### src/sv/gift_wrapping_convex_hull_top_macros.svh
// assertion macros for the convex hull block
`ifndef GIFT_WRAPPING_CONVEX_HULL_TOP_MACROS_SVH
`define GIFT_WRAPPING_CONVEX_HULL_TOP_MACROS_SVH
`ifndef ASSERT_OFF
`define GWCH_ASSERT(label, clk, rst_n, prop) \
  label: assert property (@(posedge clk) disable iff (!rst_n) prop) \
    else $error("assertion failed");
`define GWCH_ASSERT_NR(label, clk, prop) \
  label: assert property (@(posedge clk) prop) else $error("assertion failed");
`else
`define GWCH_ASSERT(label, clk, rst_n, prop)
`define GWCH_ASSERT_NR(label, clk, prop)
`endif
`endif

### src/sv/gwch_pkg.sv
// shared constants and types for the convex hull block
`timescale 1ns / 1ps
package gwch_pkg;
  localparam int unsigned MaxPointsDef = 64;
  localparam int unsigned CoordBitsDef = 16;
endpackage

### src/sv/gwch_front.sv
// load side: accepts points and hands them to the queue
`timescale 1ns / 1ps
module gwch_front #(
  parameter int unsigned CoordBits = gwch_pkg::CoordBitsDef
) (
  input  logic                        clk_i,
  input  logic                        rst_ni,
  input  logic                        point_valid_i,
  output logic                        point_ready_o,
  input  logic signed [CoordBits-1:0] point_x_i,
  input  logic signed [CoordBits-1:0] point_y_i,
  input  logic                        last_point_i,
  output logic                        q_valid_o,
  input  logic                        q_ready_i,
  output logic [2*CoordBits:0]        q_data_o
);
  import gwch_pkg::*;
  // two entry queue
  logic [2*CoordBits:0] mem_q [2];
  logic                 wp_q, rp_q;
  logic [1:0]           cnt_q;
  logic                 push, pop;

  assign point_ready_o = (cnt_q != 2'd2);
  assign push = point_valid_i && point_ready_o;
  assign q_valid_o = (cnt_q != 2'd0);
  assign pop = q_valid_o && q_ready_i;
  assign q_data_o = mem_q[rp_q];

  always_ff @(posedge clk_i) begin
    if (push) mem_q[wp_q] <= {last_point_i, point_y_i, point_x_i};
  end

  always_ff @(posedge clk_i or negedge rst_ni) begin
    if (!rst_ni) begin
      wp_q <= 1'b0;
      rp_q <= 1'b0;
      cnt_q <= 2'd0;
    end else begin
      if (push) wp_q <= ~wp_q;
      if (pop) rp_q <= ~rp_q;
      cnt_q <= cnt_q + {1'b0, push} - {1'b0, pop};
    end
  end
endmodule

### config.mk
export PLATFORM = sky130hd
export DESIGN_NAME = gwch_front
export DESIGN_NICKNAME = d
export VERILOG_FILES = /design/src/sv/gift_wrapping_convex_hull_top_macros.svh /design/src/sv/gwch_pkg.sv /design/src/sv/gwch_front.sv
export SDC_FILE = /design/constraint.sdc
export NUM_CORES = 1
export LEC_CHECK = 0
export CORE_ASPECT_RATIO = 1.2
export CORE_MARGIN = 2
export CORE_UTILIZATION = 35
export CTS_CLUSTER_SIZE = 12
export DETAILED_ROUTE_END_ITERATION = 16
export DONT_BUFFER_PORTS = 1
export PLACE_DENSITY = 0.49
export SLEW_MARGIN = 10
export SYNTH_ARGS = -nofsm -noshare
export SYNTH_HDL_FRONTEND = slang
export SYNTH_SLANG_ARGS = --single-unit
### constraint.sdc
create_clock -name clk_i -period 2.35 [get_ports clk_i]
set_input_delay 0.3525 -clock clk_i [delete_from_list [all_inputs] [get_ports clk_i]]
set_output_delay 0.3525 -clock clk_i [all_outputs]
set_load 0.1 [all_outputs]
* Word level (Yosys, flattened, before mapping) *
Memory sizes are Yosys's and may differ from the RTL's.
Index checks and enable logic that the tools add are counted.

storage, ports and cells
  register bits after elaboration = 4
  RAM bits = 66
  bits of input ports = 37
  output and inout bits = 35
  word-level logic and storage cells = 14
  memories kept = 1

cells by class
  add/sub/neg operators = 2
  eq/ne operators = 1
  muxes and demuxes = 2
  bitwise gates (word level) = 2
  reductions and logical operators = 3

memories
  memory  words  bits a word  rd ports  clocked after memory_dff  wr ports  line              source
  mem_q   2      33           1         0                         1         gwch_front.sv:19  logic [2*CoordBits:0] mem_q [2];

operators with widths
  operator                                     number
  2-bit by 1-bit adder with 2-bit output       1
  1-bit logical AND                            2
  1-bit two-way mux                            2
  2-bit != test (second input constant)        1
  1-bit inverter                               2
  2-bit nonzero test                           1
  2-bit by 1-bit subtractor with 2-bit output  1

* Longest topological paths before layout *
Gate-level depths: netlist of run 1.

  word-level depth = 4
  depth in mapped cells = 7
  gate-level depth less buffers = 7

* Least setup slack after synthesis of run 1 *
No wires, ideal clock.

  path kind = register -> register
  start = reg cnt_q[0]
  end = mem mem_q[0][0] in the netlist's numbering (enable)
  library setup time = 0.423 ns
  data arrival time = 2.833 ns
  data required time = 1.927 ns
  slack = -0.907 ns
  cell stages (with the launch flop) = 4
  path buffers = 0
  clock period less this slack = 3.257 ns
  cells stage by stage = dfrtp_1 > nand2b_1 > nand2_1 > nor2_1

between the ends
  longest elaborated chain between the ends = 4

RTL lines
  item                                     line              source
  from (decl)                              gwch_front.sv:21  logic [1:0] cnt_q;
  from (signal assigned)                   gwch_front.sv:42  cnt_q <= cnt_q + {1'b0, push} - {1'b0, pop};
  2-bit != test                            gwch_front.sv:24  assign point_ready_o = (cnt_q != 2'd2);
  named net point_ready_o                  gwch_front.sv:9   output logic point_ready_o,
  1-bit logical AND                        gwch_front.sv:25  assign push = point_valid_i && point_ready_o;
  1-bit two-way mux                        gwch_front.sv:31  if (push) mem_q[wp_q] <= {last_point_i, point_y_i, point_x_i};
  1-bit two-way mux (not written as such)  gwch_front.sv:31
  to (decl)                                gwch_front.sv:19

The timed path passes the listed nets, and every way through them passes these cells.

* Worst setup path after layout of run 1 *
  start = reg rp_q
  end = out q_data_o[24]

between the ends
  longest elaborated chain between the ends = 1

RTL lines
  item                    line              source
  from (decl)             gwch_front.sv:20  logic wp_q, rp_q;
  from (signal assigned)  gwch_front.sv:41  if (pop) rp_q <= ~rp_q;
  memory 2 x 33 bit       -
  to (decl)               gwch_front.sv:15  output logic [2*CoordBits:0] q_data_o

No other way between the ends.

==> flow_summary.json, run 1 <==
{
  "grt_antenna_before_repair": 0,
  "required_ns": 2.00,
  "grt_pass1_vias": 1271,
  "gp_congestion": 0.687,
  "cap_violations": 0,
  "dp_cells": 216,
  "min_period_ns": 2.17,
  "hold_depth": 0,
  "hold_viol": 0,
  "clock_sinks": 70,
  "ant_nets": 0,
  "arrival_ns": 1.82,
  "cts_max_level": 3,
  "via_per_inst": 4.67,
  "critical-path-slowest-cell": "dfrtp_2",
  "root_buffer": "clkbuf_8",
  "cts_tree": "yes",
  "final_common_cell": "edfxtp_1",
  "dp.final_hpwl_mm": 2.97,
  "status": "finished clean",
  "rsz0062_at_grt": "false",
  "hold_class": "input port to flip-flop",
  "synth_cell_types": 15,
  "finalNonFillerCells": 233,
  "setup_viol": 0,
  "skew_ns": 0.00514,
  "postSynthCellCount": 120,
  "wire_per_inst_um": 18.2,
  "die_w_um": 84.3,
  "fmax_mhz": 460,
  "synth_area_per_cell_um2": 22.6,
  "crit_start": "rp_q",
  "yosys_warnings": 0,
  "die_area_um2": 8450,
  "initial_core_util_pct": 35.7,
  "r2r_start": "cnt_q[1]",
  "layout_common_cells": "66 x edfxtp_1, 29 x mux2_4, 9 x clkbuf_8",
  "layout-drive-gt1-share_pct": 44.0,
  "max-slew-margin-rel_pct": 64.8,
  "cts_setup_buffers": 0,
  "coreArea_um2": 7580,
  "syn_to_final_growth_pct": 12.6,
  "firstDrtPassIters": 4,
  "port_buffers": 0,
  "drt_iter0_drc": 55,
  "reg2reg_depth": 7,
  "die_h_um": 100,
  "seq_area_frac_synth_pct": 76.9,
  "fin_nets": 175,
  "grt-ovfl-total": 0,
  "ys_ff_latch": 70,
  "dpl_cell_area_um2": 2850,
  "grt_use_total_pct": 10.8,
  "cp-end-kind": "primary output",
  "synthesis.area_um2": 2710,
  "utilization_pct": 40.2,
  "fin_crit_sh_pct": 92.5,
  "tns_ns": 0,
  "io_pins": 72,
  "tightestPinTransition_ns": 0.528,
  "crit_path_cell_trace": "buf_4, mux2_4",
  "slew_viol_final": 0,
  "crit_path_start_kind": "flip-flop",
  "clk_pin_slew_ns": 0.07,
  "worstHoldStart": "point_y_i[4]",
  "final_area_um2": 3050,
  "crit_fanout": 18,
  "numCtsBuffers": 9,
  "syn_nets": 159,
  "cts_buffer_depth": 2,
  "num_vias": 1088,
  "antenna_cells": 0,
  "slowest_delay_ns": 0.71,
  "grt_max_degree": 20,
  "critical_path_class": "flip-flop to primary output",
  "drc": 0,
  "grt_pass1_wl_mm": 6.56,
  "wl_mm": 4.24,
  "worstSkewPairLatency_ns": 0.33,
  "rows": 35
}
metrics by stage:
step | setup slack (ns) | hold WS (ns)
6_report | 0.175 | 0.112
5_1_grt | 0.0672 | 0.0790
4_1_cts | 0.130 | 0.0841
3_5_place_dp | 0.505 | 0.0571
3_3_place_gp | 0.528 | 0.0571
2_1_floorplan | 0.187 | 0.0569
critical path: cells and delay by family, from the launching register on:
family	cells	cell delay, ns
DFF	1	0.71
muxes	1	0.46
buffers and inverters	1	0.32
sequential cells by signal, summed over array words and instances, names as in the netlist:
signal  cells
cnt_q       2
wp_q        1
rp_q        1
mem_q      66
worst paths after layout:
path | to | slack [ns]
max | q_data_o[24] | 0.18
min | mem_q[1][20] | 0.11
max reg2reg | cnt_q[1] | 0.60
min reg2reg | cnt_q[0] | 0.52
max in group asynchronous | rp_q | 1.87
min in group asynchronous | cnt_q[0] | 0.29
synthesized netlist by cell type, drive strengths merged:
cell type	number	area (um^2)
xnor2	3	26.3
nor2	1	3.75
ha	2	25.0
nand2	1	3.75
and3	1	6.26
mux2	33	480
dfrtp	4	100
buf	4	45.0
xor2	1	8.76
inv	1	3.75
edfxtp	66	1980
nand2b	1	6.26
or2	1	6.26
and2	1	8.76
final cells by class:
type | count | area (um^2)
Tap cell | 92 | 115
Fill cell | 691 | 4530
Inverter | 1 | 3.75
Clock buffer | 9 | 124
Sequential cell | 70 | 2080
Clock inverter | 7 | 65.1
Multi-Input combinational cell | 45 | 587
Timing Repair Buffer | 9 | 70.1
layer usage:
| layer | vias up | wire [um] | global-route usage [%] |
|---|---|---|---|
| met5 | - | 0 | 0 |
| met4 | 0 | 97 | 6.70 |
| met3 | 9 | 396 | 5.76 |
| met2 | 43 | 2360 | 18.9 |
| met1 | 538 | 1380 | 9.88 |
| li1 | 498 | - | - |
repair_timing:
action	CTS	global route
resized for setup	0	0
hold endpoints to repair	4	0
hold buffers	1	0
logic make-up after synthesis:
group / share of synthesized area, %
XOR/XNOR: 1.29
adder cells (fa/ha/maj): 0.924
buffers and inverters: 1.80
flip-flops: 76.9
multiplexers: 17.8
AND/OR/NAND/NOR: 1.29
Power of run 1 is left out: the tool's default activity adds up to more than one toggle a clock period on the data nets, which glitch-free logic cannot reach.
==> run 2, diff against run 1 <==
Settings changed: CORE_ASPECT_RATIO 1.2 to not set.
==> run 2 against run 1 <==
Compared with the run above:
- sequential share of layout area fell by 1.3 points
- worst setup slack improved by 0.15 ns
- first-iteration DRC count rose by 1.8%
- final area rose by 1.9%
- utilization rose by 0.61 points
- maximum frequency rose by 7.6%
- register-to-register slack got worse by 0.04 ns
- non-clock buffer count fell by 2
==> flow_summary.json, run 2 (synthesis results as in run 1) <==
{
  "grt_pass1_wl_mm": 6.43,
  "gp_congestion": 0.622,
  "worstSkewPairLatency_ns": 0.34,
  "crit_path_start_kind": "flip-flop",
  "cts_max_level": 3,
  "use_met1_pct": 9.92,
  "fin_crit_sh_pct": 86.0,
  "die_area_um2": 8450,
  "root_buffer": "clkbuf_8",
  "reg2reg_depth": 7,
  "clk_pin_slew_ns": 0.08,
  "worstHoldEndpoint": "mem_q[1][16]",
  "fin_nets": 173,
  "coreArea_um2": 7610,
  "port_buffers": 0,
  "rows": 32,
  "tns_ns": 0,
  "grt-busiest-layer": "met2",
  "num_vias": 1055,
  "fmax_mhz": 495,
  "gr-usage-met3_pct": 7.40,
  "firstDrtPassIters": 4,
  "max-slew-margin-rel_pct": 64.8,
  "gr-usage-met2_pct": 18.0,
  "largest_register_ffs": 66,
  "skew_ns": 0.00522,
  "clock_sinks": 70,
  "worstHoldStart": "point_y_i[0]",
  "hold_depth": 0,
  "die_w_um": 91.9,
  "layout_common_cells": "66 x edfxtp_1, 29 x mux2_4, 9 x clkbuf_8",
  "drc": 0,
  "wl_mm": 4.20,
  "grt_antenna_before_repair": 0,
  "largestRegisters": "mem_q x66, cnt_q x2",
  "cts_setup_buffers": 0,
  "ant_nets": 0,
  "grt_use_total_pct": 10.7,
  "ctsResizeCount": 0,
  "reg2reg_slack_ns": 0.56,
  "min_period_ns": 2.02,
  "hold_class": "input port to flip-flop",
  "slew_viol_final": 0,
  "fillCellCount": 678,
  "cp-end-kind": "primary output",
  "syn_to_final_growth_pct": 14.8,
  "via_per_inst": 4.38,
  "drt_iter0_drc": 56,
  "antenna_cells": 0,
  "layout-drive-gt1-share_pct": 42.4,
  "holdBufCountCts": 1,
  "cts_tree": "yes",
  "die_h_um": 91.9,
  "cap_violations": 0,
  "cts_buffer_depth": 2,
  "hold_viol": 0,
  "io_pins": 72,
  "arrival_ns": 1.67,
  "grt_pass1_vias": 1221,
  "wire_per_inst_um": 17.4,
  "status": "finished clean",
  "final_common_cell": "edfxtp_1",
  "grt_max_degree": 25,
  "dp.final_hpwl_mm": 2.89,
  "numCtsBuffers": 9,
  "largest_register": "mem_q",
  "r2r_end": "cnt_q[1]",
  "setup_viol": 0,
  "crit_fanout": 23,
  "rsz0062_at_grt": "false",
  "initial_core_util_pct": 35.6,
  "critical_path_class": "flip-flop to primary output",
  "grt-ovfl-total": 0,
  "r2r_start": "cnt_q[1]",
  "tightestPinTransition_ns": 0.531,
  "required_ns": 2.00
}
-- run 2: changes by cell type in the layout (fill, tap and decap cells not counted) --
cell | previous run | this run
buf_12 | 0 | 3
buf_4 | 8 | 3
bufinv_16 | 1 | 2
clkinv_1 | 0 | 1
clkinv_2 | 4 | 2
-- run 2: worst max path at each step --
| stage | start | endpoint | slack [ns] | cells after the start |
|---|---|---|---|---|
| floorplan | cnt_q[1] | cnt_q[1] | 0.19 | 7 |
| global placement | rp_q | q_data_o[27] | 0.69 | 2 |
| detailed placement | cnt_q[1] | cnt_q[1] | 0.62 | 7 |
| CTS | rp_q | q_data_o[24] | 0.28 | 2 |
| global route | rp_q | q_data_o[24] | 0.25 | 2 |
| finish | rp_q | q_data_o[24] | 0.33 | 2 |
-- run 2: metal layers --
metal | part of all wire, % | wire length (um)
met1 | 35 | 1480
met2 | 51 | 2150
met3 | 12 | 507
met4 | 1.5 | 63
met5 | 0 | 0
-- run 2: per-stage QoR --
step	area [um^2]	worst slack, ns	hold slack, ns	utilization, %	instances
final	3110	0.329	0.107	40.8	241
after global placement	2880	0.694	0.0571	37.9	224
after floorplan	2720	0.187	0.0569	-	120
after CTS	3110	0.283	0.0819	40.8	241
after detailed placement	2880	0.620	0.0570	37.9	224
after global routing	3110	0.250	0.0714	40.8	241
-- run 2: area by class of cell --
type	instances	area (um^2)	share of cell area [%]
clock buffer	9	124	3.99
clock inverter	7	88.8	2.86
inverter	1	3.75	0.121
multi-input combinational	45	587	18.9
sequential	70	2080	67.1
tap	102	128	4.11
timing repair buffer	7	92.6	2.98
-- run 2: worst max-delay path, cell delays in order, from the launching register on --
cell,delay (ns)
dfrtp_2,0.59
buf_12,0.27
mux2_4,0.46
Power of run 2 is left out for the same reason.
